[config.mk]
export PLATFORM = sky130hd
export DESIGN_NAME = greedy_line_justifier_unit_flat
export DESIGN_NICKNAME = d
export VERILOG_FILES = /design/src/gjl_pkg.sv /design/src/gjl_in_if.sv /design/src/gjl_out_if.sv /design/src/gjl_ctrl.sv /design/src/gjl_dpath.sv /design/src/greedy_line_justifier_unit.sv /design/src/flat_wrapper.sv
export SDC_FILE = /design/constraint.sdc
export NUM_CORES = 1
export LEC_CHECK = 0
export BUFFER_PORTS_ARGS = -buffer_cell sky130_fd_sc_hd__buf_2
export CAP_MARGIN = 15
export CORE_MARGIN = 2
export CORE_UTILIZATION = 38
export CTS_BUF_LIST = sky130_fd_sc_hd__clkbuf_2
export DETAILED_ROUTE_END_ITERATION = 7
export MAX_ROUTING_LAYER = met4
export SYNTH_ARGS = -nofsm -noshare
export SYNTH_HDL_FRONTEND = slang
export SYNTH_SLANG_ARGS = --single-unit
export TNS_END_PERCENT = 100
[constraint.sdc]
create_clock -name i_clk -period 4.1 [get_ports i_clk]
set_input_delay 0.41 -clock i_clk [delete_from_list [all_inputs] [get_ports i_clk]]
set_output_delay 0.41 -clock i_clk [all_outputs]
set_load 0.05 [all_outputs]
[src/gjl_pkg.sv]
`timescale 1ns / 1ps
// ----------------------------------------------------------------------------
// gjl_pkg
// Shared widths, defaults, controller states and the command and status
// groups passed between the line justifier controller and datapath.
// ----------------------------------------------------------------------------
package gjl_pkg;

    localparam int MAX_LINE_WIDTH     = 64;
    localparam int MAX_WORDS_PER_LINE = 32;

    localparam int WL_W   = 7;
    localparam int CFG_W  = 7;
    localparam int WIL_W  = 5;
    localparam int SP_W   = 6;
    localparam int SP_MAX = (1 << SP_W) - 1;

    localparam logic [CFG_W-1:0] LINE_WIDTH_RESET = 7'd64;

    typedef enum logic [2:0] {
        S_IDLE,
        S_DECIDE,
        S_DIV,
        S_EMIT_PRE,
        S_PLACE,
        S_EMIT_FIN
    } t_state;

    typedef struct packed {
        logic latch_in;
        logic setup_close;
        logic close_left;
        logic emit;
        logic emit_ovl;
        logic run_end;
        logic place;
    } t_cmd;

    typedef struct packed {
        logic close_first;
        logic single;
        logic overlong;
        logic fin;
        logic div_busy;
        logic last_word;
        logic slot_free;
    } t_sts;

endpackage

[src/gjl_in_if.sv]
`timescale 1ns / 1ps
// ----------------------------------------------------------------------------
// gjl_in_if
// Input channel: one word length per transfer with a final word flag.
// ----------------------------------------------------------------------------
interface gjl_in_if;

    logic                     valid;
    logic                     ready;
    logic [gjl_pkg::WL_W-1:0] word_length;
    logic                     final_word;

    modport source (output valid, output word_length, output final_word, input ready);
    modport sink   (input valid, input word_length, input final_word, output ready);

endinterface

[src/gjl_out_if.sv]
`timescale 1ns / 1ps
// ----------------------------------------------------------------------------
// gjl_out_if
// Output channel: spacing result for one placed word.
// ----------------------------------------------------------------------------
interface gjl_out_if;

    logic                      valid;
    logic                      ready;
    logic [gjl_pkg::WIL_W-1:0] word_in_line;
    logic [gjl_pkg::SP_W-1:0]  spaces_after;
    logic                      line_end;
    logic                      overlong;
    logic                      last_of_run;

    modport source (
        output valid, output word_in_line, output spaces_after, output line_end,
        output overlong, output last_of_run, input ready
    );
    modport sink (
        input valid, input word_in_line, input spaces_after, input line_end,
        input overlong, input last_of_run, output ready
    );

endinterface

[src/gjl_ctrl.sv]
`timescale 1ns / 1ps
// ----------------------------------------------------------------------------
// gjl_ctrl
// Sequencer for the line justifier: accepts a word, closes the buffered
// line when needed, places or flags the word and runs the final close.
// ----------------------------------------------------------------------------
module gjl_ctrl (
    input  logic          i_clk,
    input  logic          i_rst_n,
    input  logic          i_in_valid,
    input  gjl_pkg::t_sts i_sts,
    output gjl_pkg::t_cmd o_cmd,
    output logic          o_in_ready
);
    import gjl_pkg::*;

    t_state r_state;
    t_state n_state;

    always_ff @(posedge i_clk) begin
        if (!i_rst_n) begin
            r_state <= S_IDLE;
        end else begin
            r_state <= n_state;
        end
    end

    always_comb begin
        n_state    = r_state;
        o_cmd      = '0;
        o_in_ready = 1'b0;
        case (r_state)
            S_IDLE: begin
                o_in_ready = 1'b1;
                if (i_in_valid) begin
                    o_cmd.latch_in = 1'b1;
                    n_state        = S_DECIDE;
                end
            end
            S_DECIDE: begin
                if (i_sts.close_first) begin
                    o_cmd.setup_close = 1'b1;
                    o_cmd.close_left  = i_sts.single;
                    n_state           = S_DIV;
                end else begin
                    n_state = S_PLACE;
                end
            end
            S_DIV: begin
                if (!i_sts.div_busy) begin
                    n_state = S_EMIT_PRE;
                end
            end
            S_EMIT_PRE: begin
                if (i_sts.slot_free) begin
                    o_cmd.emit    = 1'b1;
                    o_cmd.run_end = i_sts.last_word && !i_sts.overlong && !i_sts.fin;
                    if (i_sts.last_word) begin
                        n_state = S_PLACE;
                    end
                end
            end
            S_PLACE: begin
                if (i_sts.overlong) begin
                    if (i_sts.slot_free) begin
                        o_cmd.emit_ovl = 1'b1;
                        o_cmd.run_end  = 1'b1;
                        n_state        = S_IDLE;
                    end
                end else begin
                    o_cmd.place = 1'b1;
                    if (i_sts.fin) begin
                        o_cmd.setup_close = 1'b1;
                        o_cmd.close_left  = 1'b1;
                        n_state           = S_EMIT_FIN;
                    end else begin
                        n_state = S_IDLE;
                    end
                end
            end
            S_EMIT_FIN: begin
                if (i_sts.slot_free) begin
                    o_cmd.emit    = 1'b1;
                    o_cmd.run_end = i_sts.last_word;
                    if (i_sts.last_word) begin
                        n_state = S_IDLE;
                    end
                end
            end
            default: begin
                n_state = S_IDLE;
            end
        endcase
    end

endmodule

[src/gjl_dpath.sv]
`timescale 1ns / 1ps
// ----------------------------------------------------------------------------
// gjl_dpath
// Line state, width register, slack divider and output register of the
// line justifier.
// ----------------------------------------------------------------------------
module gjl_dpath #(
    parameter int P_MAX_LINE_WIDTH = gjl_pkg::MAX_LINE_WIDTH,
    parameter int P_MAX_WORDS      = gjl_pkg::MAX_WORDS_PER_LINE
) (
    input  logic                      i_clk,
    input  logic                      i_rst_n,
    input  logic                      i_cfg_we,
    input  logic [gjl_pkg::CFG_W-1:0] i_cfg_wdata,
    input  logic [gjl_pkg::WL_W-1:0]  i_word_length,
    input  logic                      i_final_word,
    input  gjl_pkg::t_cmd             i_cmd,
    output gjl_pkg::t_sts             o_sts,
    gjl_out_if.source                 o_out
);
    import gjl_pkg::*;

    localparam int LW_W    = $clog2(P_MAX_LINE_WIDTH + 1);
    localparam int CNT_W   = $clog2(P_MAX_WORDS + 1);
    localparam int M1_W    = (LW_W > CNT_W) ? LW_W : CNT_W;
    localparam int M2_W    = (M1_W > CFG_W) ? M1_W : CFG_W;
    localparam int WIDE_W  = M2_W + 2;
    localparam int DCNT_W  = $clog2(LW_W);

    logic [CFG_W-1:0]  r_line_width;
    logic [WL_W-1:0]   r_wl;
    logic              r_fin;
    logic [LW_W-1:0]   r_lw;
    logic [CNT_W-1:0]  r_count;
    logic [LW_W-1:0]   r_sum;
    logic [CNT_W-1:0]  r_idx;
    logic              r_left;
    logic [LW_W-1:0]   r_quo;
    logic [CNT_W-1:0]  r_part;
    logic [DCNT_W-1:0] r_div_cnt;
    logic              r_div_busy;

    logic              r_out_valid;
    logic [WIL_W-1:0]  r_wil;
    logic [SP_W-1:0]   r_sp;
    logic              r_end;
    logic              r_ovl;
    logic              r_lor;

    logic [WIDE_W-1:0] cfg_w;
    logic [WIDE_W-1:0] lw_eff_w;
    logic [WIDE_W-1:0] lw_w;
    logic [WIDE_W-1:0] sum_w;
    logic [WIDE_W-1:0] cnt_w;
    logic [WIDE_W-1:0] wl_w;
    logic [WIDE_W-1:0] idx_w;
    logic [WIDE_W-1:0] need;
    logic [WIDE_W-1:0] used;
    logic              fits;
    logic [WIDE_W-1:0] pad;
    logic [WIDE_W-1:0] slack;
    logic [WIDE_W-1:0] sp_val;
    logic [SP_W-1:0]   sp_sat;
    logic              not_last;
    logic [CNT_W-1:0]  gaps;
    logic [CNT_W:0]    part_sh;
    logic [CNT_W:0]    part_sub;
    logic              q_bit;
    logic              slot_free;

    always_comb begin
        cfg_w = WIDE_W'(r_line_width);
        if (cfg_w == '0) begin
            lw_eff_w = WIDE_W'(1);
        end else if (cfg_w > WIDE_W'(P_MAX_LINE_WIDTH)) begin
            lw_eff_w = WIDE_W'(P_MAX_LINE_WIDTH);
        end else begin
            lw_eff_w = cfg_w;
        end
    end

    assign lw_w     = WIDE_W'(r_lw);
    assign sum_w    = WIDE_W'(r_sum);
    assign cnt_w    = WIDE_W'(r_count);
    assign wl_w     = WIDE_W'(r_wl);
    assign idx_w    = WIDE_W'(r_idx);
    assign need     = sum_w + wl_w + cnt_w;
    assign used     = sum_w + cnt_w - WIDE_W'(1);
    assign fits     = (used <= lw_w);
    assign pad      = fits ? (lw_w - used) : '0;
    assign slack    = lw_w - sum_w;
    assign not_last = (idx_w < cnt_w - WIDE_W'(1));
    assign gaps     = r_count - CNT_W'(1);
    assign part_sh  = {r_part, r_quo[LW_W-1]};
    assign q_bit    = (part_sh >= {1'b0, gaps});
    assign part_sub = part_sh - {1'b0, gaps};

    // spacing for the word at the current index
    always_comb begin
        if (r_left) begin
            sp_val = not_last ? WIDE_W'(1) : pad;
        end else if (not_last) begin
            sp_val = WIDE_W'(r_quo)
                   + ((idx_w < WIDE_W'(r_part)) ? WIDE_W'(1) : WIDE_W'(0));
        end else begin
            sp_val = '0;
        end
        sp_sat = (sp_val > WIDE_W'(SP_MAX)) ? SP_W'(SP_MAX) : sp_val[SP_W-1:0];
    end

    assign slot_free = !r_out_valid || o_out.ready;

    always_comb begin
        o_sts.close_first = (r_count != '0)
                          && ((cnt_w >= WIDE_W'(P_MAX_WORDS)) || (need > lw_w));
        o_sts.single      = (r_count == CNT_W'(1));
        o_sts.overlong    = (wl_w > lw_w);
        o_sts.fin         = r_fin;
        o_sts.div_busy    = r_div_busy;
        o_sts.last_word   = !not_last;
        o_sts.slot_free   = slot_free;
    end

    // control registers
    always_ff @(posedge i_clk) begin
        if (!i_rst_n) begin
            r_line_width <= LINE_WIDTH_RESET;
            r_count      <= '0;
            r_sum        <= '0;
            r_div_busy   <= 1'b0;
            r_out_valid  <= 1'b0;
        end else begin
            if (i_cfg_we) begin
                r_line_width <= i_cfg_wdata;
            end
            if (i_cmd.emit && !not_last) begin
                r_count <= '0;
                r_sum   <= '0;
            end else if (i_cmd.place) begin
                r_count <= r_count + CNT_W'(1);
                r_sum   <= r_sum + LW_W'(r_wl);
            end
            if (i_cmd.setup_close && !i_cmd.close_left && fits) begin
                r_div_busy <= 1'b1;
            end else if (r_div_busy && r_div_cnt == DCNT_W'(LW_W - 1)) begin
                r_div_busy <= 1'b0;
            end
            if (i_cmd.emit || i_cmd.emit_ovl) begin
                r_out_valid <= 1'b1;
            end else if (o_out.ready) begin
                r_out_valid <= 1'b0;
            end
        end
    end

    // payload registers
    always_ff @(posedge i_clk) begin
        if (i_cmd.latch_in) begin
            r_wl  <= i_word_length;
            r_fin <= i_final_word;
            r_lw  <= lw_eff_w[LW_W-1:0];
        end
        if (i_cmd.setup_close) begin
            r_idx     <= '0;
            r_left    <= i_cmd.close_left;
            r_div_cnt <= '0;
            r_part    <= '0;
            if (fits) begin
                r_quo <= slack[LW_W-1:0];
            end else begin
                r_quo <= LW_W'(1);
            end
        end else if (r_div_busy) begin
            r_div_cnt <= r_div_cnt + DCNT_W'(1);
            r_quo     <= {r_quo[LW_W-2:0], q_bit};
            r_part    <= q_bit ? part_sub[CNT_W-1:0] : part_sh[CNT_W-1:0];
        end else if (i_cmd.emit) begin
            r_idx <= r_idx + CNT_W'(1);
        end
        if (i_cmd.emit) begin
            r_wil <= idx_w[WIL_W-1:0];
            r_sp  <= sp_sat;
            r_end <= !not_last;
            r_ovl <= 1'b0;
            r_lor <= i_cmd.run_end;
        end else if (i_cmd.emit_ovl) begin
            r_wil <= '0;
            r_sp  <= '0;
            r_end <= 1'b1;
            r_ovl <= 1'b1;
            r_lor <= i_cmd.run_end;
        end
    end

    assign o_out.valid        = r_out_valid;
    assign o_out.word_in_line = r_wil;
    assign o_out.spaces_after = r_sp;
    assign o_out.line_end     = r_end;
    assign o_out.overlong     = r_ovl;
    assign o_out.last_of_run  = r_lor;

endmodule

[src/greedy_line_justifier_unit.sv]
`timescale 1ns / 1ps
// ----------------------------------------------------------------------------
// greedy_line_justifier_unit
// Greedy full justification of a word stream, one spacing word per input.
//
// i_in carries word lengths with a final word flag; o_out returns, for each
// word of a closed line, its position and the spaces that follow it.
// i_cfg_we / i_cfg_wdata set the line width; write only while idle.
// Words are taken one at a time. A word that only joins the buffered line
// holds i_in.ready low while it is decided and placed, and gives no output.
// A word that closes a line first runs the shift-subtract divider, one step
// per bit of the line width, for a justified line that fits, then emits one
// output per word of the line through the output register. An overlong
// word gives one flagged output; a final word also closes the final line
// and emits one output per word of it.
// Reset empties the line buffer, drops any pending output and sets the
// line width to 64. A stalled receiver holds the output register and the
// sequencer waits; nothing is lost or repeated.
// ----------------------------------------------------------------------------
module greedy_line_justifier_unit #(
    parameter int P_MAX_LINE_WIDTH = gjl_pkg::MAX_LINE_WIDTH,
    parameter int P_MAX_WORDS      = gjl_pkg::MAX_WORDS_PER_LINE
) (
    input  logic                      i_clk,
    input  logic                      i_rst_n,
    input  logic                      i_cfg_we,
    input  logic [gjl_pkg::CFG_W-1:0] i_cfg_wdata,
    gjl_in_if.sink                    i_in,
    gjl_out_if.source                 o_out
);
    import gjl_pkg::*;

    t_cmd cmd;
    t_sts sts;
    logic in_ready;

    assign i_in.ready = in_ready;

    gjl_ctrl u_ctrl (
        .i_clk      (i_clk),
        .i_rst_n    (i_rst_n),
        .i_in_valid (i_in.valid),
        .i_sts      (sts),
        .o_cmd      (cmd),
        .o_in_ready (in_ready)
    );

    gjl_dpath #(
        .P_MAX_LINE_WIDTH (P_MAX_LINE_WIDTH),
        .P_MAX_WORDS      (P_MAX_WORDS)
    ) u_dpath (
        .i_clk         (i_clk),
        .i_rst_n       (i_rst_n),
        .i_cfg_we      (i_cfg_we),
        .i_cfg_wdata   (i_cfg_wdata),
        .i_word_length (i_in.word_length),
        .i_final_word  (i_in.final_word),
        .i_cmd         (cmd),
        .o_sts         (sts),
        .o_out         (o_out)
    );

endmodule
[src/flat_wrapper.sv]
// flat-port wrapper written by rule: the top's interface ports become plain ports
module greedy_line_justifier_unit_flat import gjl_pkg::*;
#(
    parameter int P_MAX_LINE_WIDTH = gjl_pkg::MAX_LINE_WIDTH,
    parameter int P_MAX_WORDS      = gjl_pkg::MAX_WORDS_PER_LINE
)
  (i_clk, i_rst_n, i_cfg_we, i_cfg_wdata, i_in_valid, i_in_word_length, i_in_final_word, i_in_ready, o_out_valid, o_out_word_in_line, o_out_spaces_after, o_out_line_end, o_out_overlong, o_out_last_of_run, o_out_ready);
  gjl_in_if i_in_i ();
  gjl_out_if o_out_i ();
  input  logic i_clk;
  input  logic i_rst_n;
  input  logic i_cfg_we;
  input  logic [gjl_pkg::CFG_W-1:0] i_cfg_wdata;
  input wire logic [$bits(i_in_i.valid)-1:0] i_in_valid;
  input wire logic [$bits(i_in_i.word_length)-1:0] i_in_word_length;
  input wire logic [$bits(i_in_i.final_word)-1:0] i_in_final_word;
  output wire logic [$bits(i_in_i.ready)-1:0] i_in_ready;
  output wire logic [$bits(o_out_i.valid)-1:0] o_out_valid;
  output wire logic [$bits(o_out_i.word_in_line)-1:0] o_out_word_in_line;
  output wire logic [$bits(o_out_i.spaces_after)-1:0] o_out_spaces_after;
  output wire logic [$bits(o_out_i.line_end)-1:0] o_out_line_end;
  output wire logic [$bits(o_out_i.overlong)-1:0] o_out_overlong;
  output wire logic [$bits(o_out_i.last_of_run)-1:0] o_out_last_of_run;
  input wire logic [$bits(o_out_i.ready)-1:0] o_out_ready;
  assign i_in_i.valid = i_in_valid;
  assign i_in_i.word_length = i_in_word_length;
  assign i_in_i.final_word = i_in_final_word;
  assign i_in_ready = i_in_i.ready;
  assign o_out_valid = o_out_i.valid;
  assign o_out_word_in_line = o_out_i.word_in_line;
  assign o_out_spaces_after = o_out_i.spaces_after;
  assign o_out_line_end = o_out_i.line_end;
  assign o_out_overlong = o_out_i.overlong;
  assign o_out_last_of_run = o_out_i.last_of_run;
  assign o_out_i.ready = o_out_ready;
  greedy_line_justifier_unit #(.P_MAX_LINE_WIDTH(P_MAX_LINE_WIDTH), .P_MAX_WORDS(P_MAX_WORDS)) u_core (.i_clk(i_clk), .i_rst_n(i_rst_n), .i_cfg_we(i_cfg_we), .i_cfg_wdata(i_cfg_wdata), .i_in(i_in_i), .o_out(o_out_i));
endmodule
==> results of run 1 <==
[worst register-to-register path: stages (launching register included)]
cell	delay, ns
edfxtp_1	0.43
inv_1	0.11
fa_1	0.54
inv_1	0.04
ha_1	0.23
fa_2	0.38
a21o_1	0.18
a21oi_2	0.19
xnor2_1	0.10
ha_1	0.20
a211oi_1	0.26
o21ai_0	0.13
a21oi_1	0.19
o22ai_1	0.13
a21o_1	0.25
buf_4	0.19
mux2i_1	0.12
[metal layers]
layer  wire [um]  vias up  global-route usage [%]
li1            -     2462                       -
met1        6380     2326                    21.8
met2        6930      131                    30.5
met3         757       22                    4.06
met4         325        0                    7.02
met5           0        -                       -
[cell families after synthesis]
family / share of synthesized area (%)
mux: 3.87
xor+xnor: 4.93
buf+inv: 5.62
compound gates: 18.0
simple gates: 15.7
fa+ha+maj: 20.3
flops: 31.5
[flip-flops by register name (all words and copies together) (netlist names), 6 cells and up]
signal	count
u_core.u_dpath.r_count	6
u_core.u_dpath.o_out.spaces_after	6
u_core.u_dpath.r_lw	7
u_core.u_dpath.r_sum	7
u_core.u_dpath.r_quo	7
u_core.u_dpath.r_wl	7
u_core.u_dpath.r_part	6
u_core.u_dpath.r_idx	6
u_core.u_dpath.r_line_width	7
[final cells by class]
class | count | area (um^2)
fill | 1530 | 8920
sequential | 77 | 1910
inverter | 65 | 244
timing repair buffer | 59 | 387
clock buffer | 10 | 50.0
multi-input combinational | 499 | 3830
clock inverter | 6 | 103
tap | 216 | 270
antenna | 2 | 5.00
[how the worst max path moves through the flow]
stage / cells after the start / slack [ns] / start / to
2_1_floorplan: 15 / 0.35 / u_core.u_dpath.r_wl[1]$_DFFE_PP_ / u_core.u_dpath.r_quo[0]$_DFFE_PP_
6_report: 16 / 0.20 / u_core.u_dpath.r_wl[1]$_DFFE_PP_ / u_core.u_dpath.r_quo[0]$_DFFE_PP_
4_1_cts: 15 / 0.02 / u_core.u_dpath.r_count[2]$_SDFFE_PP0P_ / u_core.u_dpath.o_out.spaces_after[5]$_SDFFCE_PN0P_
5_1_grt: 14 / 0.003 / u_core.u_dpath.r_sum[2]$_SDFFE_PP0P_ / u_core.u_dpath.o_out.spaces_after[3]$_SDFFCE_PN0P_
3_3_place_gp: 15 / 0.20 / u_core.u_dpath.r_count[2]$_SDFFE_PP0P_ / u_core.u_dpath.o_out.spaces_after[3]$_SDFFCE_PN0P_
3_5_place_dp: 15 / 0.12 / u_core.u_dpath.r_wl[1]$_DFFE_PP_ / u_core.u_dpath.r_quo[3]$_DFFE_PP_
[per-stage QoR]
| step | util (%) | hold WS [ns] | instance area [um^2] | std cells | setup slack [ns] |
|---|---|---|---|---|---|
| after CTS | 42.9 | 0.00948 | 6740 | 930 | 0.0183 |
| after global placement | 41.2 | 0.474 | 6480 | 903 | 0.202 |
| after floorplan | - | 0.461 | 6040 | 658 | 0.351 |
| after detailed placement | 41.2 | 0.487 | 6480 | 903 | 0.122 |
| final | 43.3 | 0.0562 | 6800 | 934 | 0.205 |
| after global routing | 43.3 | 0.0361 | 6800 | 934 | 0.00311 |
[layout by cell type (no fill, tap or decap), drive strengths merged, types with 14 or more instances in the layout]
| master | instances |
|---|---|
| a211oi | 15 |
| nor2b | 19 |
| mux2i | 20 |
| a21oi | 45 |
| ha | 79 |
| xnor2 | 22 |
| nand2 | 27 |
| inv | 65 |
| buf | 48 |
| a21o | 14 |
| nor2 | 62 |
| o21ai | 33 |
| nand3 | 14 |
| edfxtp | 36 |
| dfxtp | 41 |
[power groups by stage]
stage / clock network, mW / logic (mW) / registers (mW)
floorplan: 0 / 0.499 / 0.955
global placement: 0 / 0.637 / 0.950
detailed placement: 0 / 0.655 / 0.953
CTS: 0.558 / 0.674 / 0.936
global route: 0.590 / 0.777 / 0.944
finish: 0.548 / 0.687 / 0.935
[repair_timing]
action / CTS / global route
hold buffers: 11 / 0
setup endpoints to repair: 0 / 30
resized for setup: 0 / 13
buffers inserted: 0 / 1
endpoints found under the hold margin: 11 / 0
==> summary.md, run 1 <==
| Metric | Value |
|---|---|
| Status | `completed` |
| Clock transition at the registers of the reported paths | `0.20 ns` |
| Total gr overflow | `0` |
| Setup TNS | `0 ns` |
| First DRT Iteration DRCs | `299` |
| RR Endpoint | `u_core.u_dpath.r_quo[0]$_DFFE_PP_` |
| Synth top area share | `17.9%` |
| Worst VDD drop | `0.202 mV` |
| CP Buf/Inv Count | `3` |
| Net Sw Power | `737 uW` |
| DR vias/cell | `5.29` |
| Worst Path Arrival | `4.24 ns` |
| Syn_nets | `769` |
| P_leak | `2.88 nW` |
| Largest net degree at the start of global routing | `23` |
| Hold Fails Final Rpt | `0` |
| Final #Nets | `822` |
| CTS tree | `built` |
| Register-to-register path setup slack | `0.20 ns` |
| Worst-case clock buffer depth | `2` |
| Total number of vias | `4941` |
| Synth Instances | `658` |
| Clock Sinks | `77` |
| Yosys cell types | `54` |
| Most used DFF post-synth | `dfxtp_1` |
| Worst-skew pair later-pin latency | `0.61 ns` |
| Clock power share | `25.3%` |
| Clk root buf | `clkbuf_2` |
| WHS Path Cells | `3` |
| Max H-tree Level | `3` |
| RSZ-0062 raised after global routing | `no` |
| Startpoint Class | `flip-flop` |
| Core ar. | `15700 um^2` |
| Effective utilization at floorplan | `38.4%` |
| Fmax | `257 MHz` |
| Routed wire length per instance | `15.4 um` |
| Crit path time final | `3.90 ns` |
| Synth top cells by count | `ha_1 (79), inv_1 (64), nor2_1 (62)` |
| Post-Syn Area | `6040 um^2` |
| Worst-Margin Slew | `0.986 ns` |
| DR DRC count | `0` |
| Vias in the first global route | `~5000` |
| Pwr Total | `approximately 2.2 mW` |
| R2R cell count | `16` |
| First-pass GRT wire length | `between 20000 and 25000 um` |
| Critical path required time | `4.45 ns` |
| Num ports | `36` |
| CP cell instances | `inv_1, fa_1, inv_1, ha_1, fa_2, a21o_1, a21oi_2, xnor2_1, ha_1, a211oi_1, o21ai_0, a21oi_1, o22ai_1, a21o_1, buf_4, mux2i_1` |
| Final Slew Violations | `0` |
| Crit path max-delay cell type | `fa_1` |
| Max-cap violation count | `0` |
| Hold Path Sink | `u_core.u_dpath.r_line_width[1]$_SDFFE_PN0P_` |
| Die ar. | `between 15000 and 20000 um^2` |
| Worst r2r src | `u_core.u_dpath.r_wl[1]$_DFFE_PP_` |
| Global Route Usage Sum | `18.4%` |
| Die Wd | `130 um` |
| Skew final | `0.0363 ns` |
| Setup Crit Path Kind | `flip-flop to flip-flop` |
| Final Setup Violations | `0` |
| Sequential share of the synthesized area | `31.5%` |
| Synth area leader | `edfxtp_1` |
| Setup crit end kind | `flip-flop` |
| Final ANT Viol Nets | `0` |
| Total wire length | `about 14000 um` |
| Fraction of layout cells with a size suffix above 1 | `12.3%` |
| Relative slew slack | `34.0%` |
| Async set-reset flop share out of synthesis | `0%` |
| Num rows | `46` |
| CTS Buf Count | `9` |
| Synth warn | `0` |
| CP peak stage delay | `0.54 ns` |
| Post-DP HPWL | `11200 um` |
| Pint | `1.43 mW` |
| Post-synthesis area per instance | `roughly 9.2 um^2` |
| Tcrit/Tclk final | `between 90 and 100%` |
| Synth-to-Final Area Change | `12.6%` |
| Port Buffers | `35` |
| Die height | `130 um` |
| Sw Share | `34.0%` |
| Flop pwr share | `43.1%` |
| DR pass1 iterations | `7` |
| Comb power frac | `31.7%` |
| Critical path's top delay family | `adder cells` |
| Hold Path Origin | `i_cfg_wdata[1]` |
| Hold WC Path Type | `input port to flip-flop` |
| Area contributors post-synth | `edfxtp_1 (18%), ha_1 (16%), dfxtp_1 (14%)` |
| Register bit count reported by yosys | `77` |
| Initial antenna violation count | `2` |
| Most frequent cell after synthesis | `ha_1` |
| Number of synthesized flops with an enable pin | `36` |
| Max FO, Critical Path | `6` |
| Pwr/cell area | `319 nW/um^2` |
| GPL Wtd Cong | `0.918` |
(Power assumes the default switching activity.)
==> inputs of run 2 (changes only) <==
CORE_MARGIN = 5   (was 2)
PLACE_DENSITY = 0.53   (was not set)
==> run 2 against run 1 <==
Effect of this change: clock power shrank 21%; combinational power rose by 0.6%; clock skew is 0.0075 ns lower; via count is 0.10% lower; largest power group unchanged.
==> summary.md, run 2 (synthesized netlist as in run 1, its figures left out) <==
| Metric | Value |
|---|---|
| Setup crit end kind | `flip-flop` |
| Final Slew Violations | `0` |
| CTS Buf Count | `9` |
| Total wire length | `14800 um` |
| Effective utilization at floorplan | `38.4%` |
| Fmax | `257 MHz` |
| Largest net degree at the start of global routing | `23` |
| Hold Fails Final Rpt | `0` |
| Setup TNS | `0 ns` |
| Busiest grt layer | `met2` |
| Most frequent cells in the layout | `ha_1 (79), inv_1 (64), nor2_1 (62), a21oi_1 (43)` |
| Final Setup Violations | `0` |
| Clock transition at the registers of the reported paths | `0.20 ns` |
| Final #Nets | `around 830` |
| Port Buffers | `35` |
| DR DRC count | `0` |
| Max FO, Critical Path | `8` |
| Status | `completed` |
| Pwr/cell area | `a little over 300 nW/um^2` |
| Final Worst Setup Slack | `0.206 ns` |
| Routed wire length per instance | `15.8 um` |
| Register-to-register path setup slack | `0.21 ns` |
| Max-cap violation count | `0` |
| Hold WC Path Type | `input port to flip-flop` |
| Worst r2r src | `u_core.u_dpath.r_wl[2]$_DFFE_PP_` |
| Worst-Margin Slew | `1.09 ns` |
| GRT met1 Usage | `21.5%` |
| Critical path required time | `between 4 and 5 ns` |
| P_leak | `slightly below 3 nW` |
| Clk root buf | `clkbuf_2` |
| CP peak stage delay | `around 0.56 ns` |
| Core ar. | `15700 um^2` |
| CP Buf/Inv Count | `1` |
| Global Route Usage Sum | `17.3%` |
| Tcrit/Tclk final | `95.0%` |
| Num ports | `36` |
| Total gr overflow | `0` |
| Num rows | `46` |
| RSZ-0062 raised after global routing | `no` |
| Crit path max-delay cell type | `fa_1` |
| Commonest non-fill, non-tap cell in the layout | `ha_1` |
| Post-DP HPWL | `~12000 um` |
| Max H-tree Level | `3` |
| First DRT Iteration DRCs | `270` |
| Worst Path Arrival | `4.26 ns` |
| Worst VDD drop | `0.248 mV` |
| First-pass GRT wire length | `between 20000 and 25000 um` |
| Initial antenna violation count | `0` |
| Skew final | `0.0288 ns` |
| Die Wd | `136 um` |
| Setup Crit Path Kind | `flip-flop to flip-flop` |
| GPL Wtd Cong | `0.926` |
| Crit path to | `u_core.u_dpath.r_quo[6]$_DFFE_PP_` |
| CTS tree | `built` |
| DR pass1 iterations | `4` |
| Synth-to-Final Area Change | `12.8%` |
| Worst-case clock buffer depth | `2` |
| Worst-skew pair later-pin latency | `0.61 ns` |
| Relative slew slack | `roughly 27%` |
| Die height | `136 um` |
| Die ar. | `18500 um^2` |
| Total number of vias | `4936` |
| Crit path time final | `3.89 ns` |
| CP cell instances | `fa_1, ha_1, a211oi_1, o21bai_1, a21oi_1, xnor2_1, ha_1, a211oi_1, o21ai_0, a21oi_1, o22ai_1, a21o_1, buf_4, mux2i_1` |
| DR vias/cell | `5.27` |
| Clock Sinks | `77` |
| Filler cells | `around 1500` |
| Final ANT Viol Nets | `0` |
| Critical path's top delay family | `compound AO/OA/AOI/OAI gates` |
| Vias in the first global route | `4946` |
| DP Worst Slack | `0.00936 ns` |
| Critical Path Start | `u_core.u_dpath.r_wl[2]$_DFFE_PP_` |
| R2R cell count | `14` |
| RR Endpoint | `u_core.u_dpath.r_quo[6]$_DFFE_PP_` |
| Met3 Use GR | `2.66%` |
| GR Util met2 | `28.3%` |
| Startpoint Class | `flip-flop` |
| Fraction of layout cells with a size suffix above 1 | `12.5%` |
| CP Depth | `14` |
==> run 2: changes by cell type in the layout (fill, tap and decap cells not counted), sizes merged <==
cell | previous run | this run
dlygate4sd3 | 11 | 14
inv | 65 | 66
clkbuf | 10 | 9
buf | 48 | 49
diode | 2 | 1
clkinv | 3 | 5
bufinv | 3 | 1
==> run 2: tightest hold or removal path: cells and delay by family <==
kind,cells,cell delay (ns)
buffers and inverters,1,0.08
and+or+nand+nor,1,0.07
muxes,1,0.06
==> run 2: worst min-delay path by stage <==
stage / from / end / slack, ns / cells past startpoint
2_1_floorplan: u_core.u_dpath.r_line_width[0]$_SDFFE_PN0P_ / u_core.u_dpath.r_line_width[0]$_SDFFE_PN0P_ / 0.46 / 2
3_3_place_gp: u_core.u_dpath.r_line_width[0]$_SDFFE_PN0P_ / u_core.u_dpath.r_line_width[0]$_SDFFE_PN0P_ / 0.48 / 2
3_5_place_dp: u_core.u_dpath.r_part[5]$_SDFFE_PN0P_ / u_core.u_dpath.r_part[5]$_SDFFE_PN0P_ / 0.49 / 2
4_1_cts: i_rst_n / u_core.u_ctrl.r_state[0]$_SDFFE_PN0P_ / 0.01 / 2
5_1_grt: i_cfg_wdata[4] / u_core.u_dpath.r_line_width[4]$_SDFFE_PN0P_ / 0.03 / 3
6_report: i_cfg_wdata[4] / u_core.u_dpath.r_line_width[4]$_SDFFE_PN0P_ / 0.05 / 3
==> run 2: power breakdown <==
part	internal, mW	total (mW)	switching [mW]	leakage (nW)
clock	0.138	0.434	0.296	0.0716
sequential	0.865	0.938	0.0729	0.675
combinational	0.307	0.691	0.384	2.14
total	1.31	2.06	0.753	2.88
==> run 2: area by class of cell <==
class	instances	area [um^2]	area share (%)
Clock inverter	7	63.8	0.937
Multi-Input combinational cell	499	3850	56.6
Sequential cell	77	1910	28.0
Antenna cell	1	2.50	0.0367
Tap cell	216	270	3.97
Clock buffer	9	45.0	0.661
Inverter	65	244	3.58
Timing Repair Buffer	63	420	6.17
==> run 2: metrics by stage <==
step                power [mW]  hold slack (ns)  cell area [um^2]  util, %  std cells
floorplan                 1.45            0.461              6040        -        658
global placement          1.60            0.475              6480     41.3        904
detailed placement        1.62            0.492              6480     41.3        904
CTS                       2.07           0.0118              6740     42.9        934
global route              2.20           0.0267              6810     43.3        936
finish                    2.06           0.0519              6810     43.4        937
==> run 2: layer usage <==
metal	share of wire (%)	vias up
met1	46	2356
met4	2.4	0
met3	3.0	28
li1	-	2475
met2	48	77
met5	0	-
==> run 2: timing repair <==
action / 4_1_cts / 5_1_grt
buffers inserted: 0 / 2
endpoints found under the hold margin: 13 / 0
hold buffers: 14 / 0
setup endpoints to repair: 5 / 29
resized for setup: 1 / 16
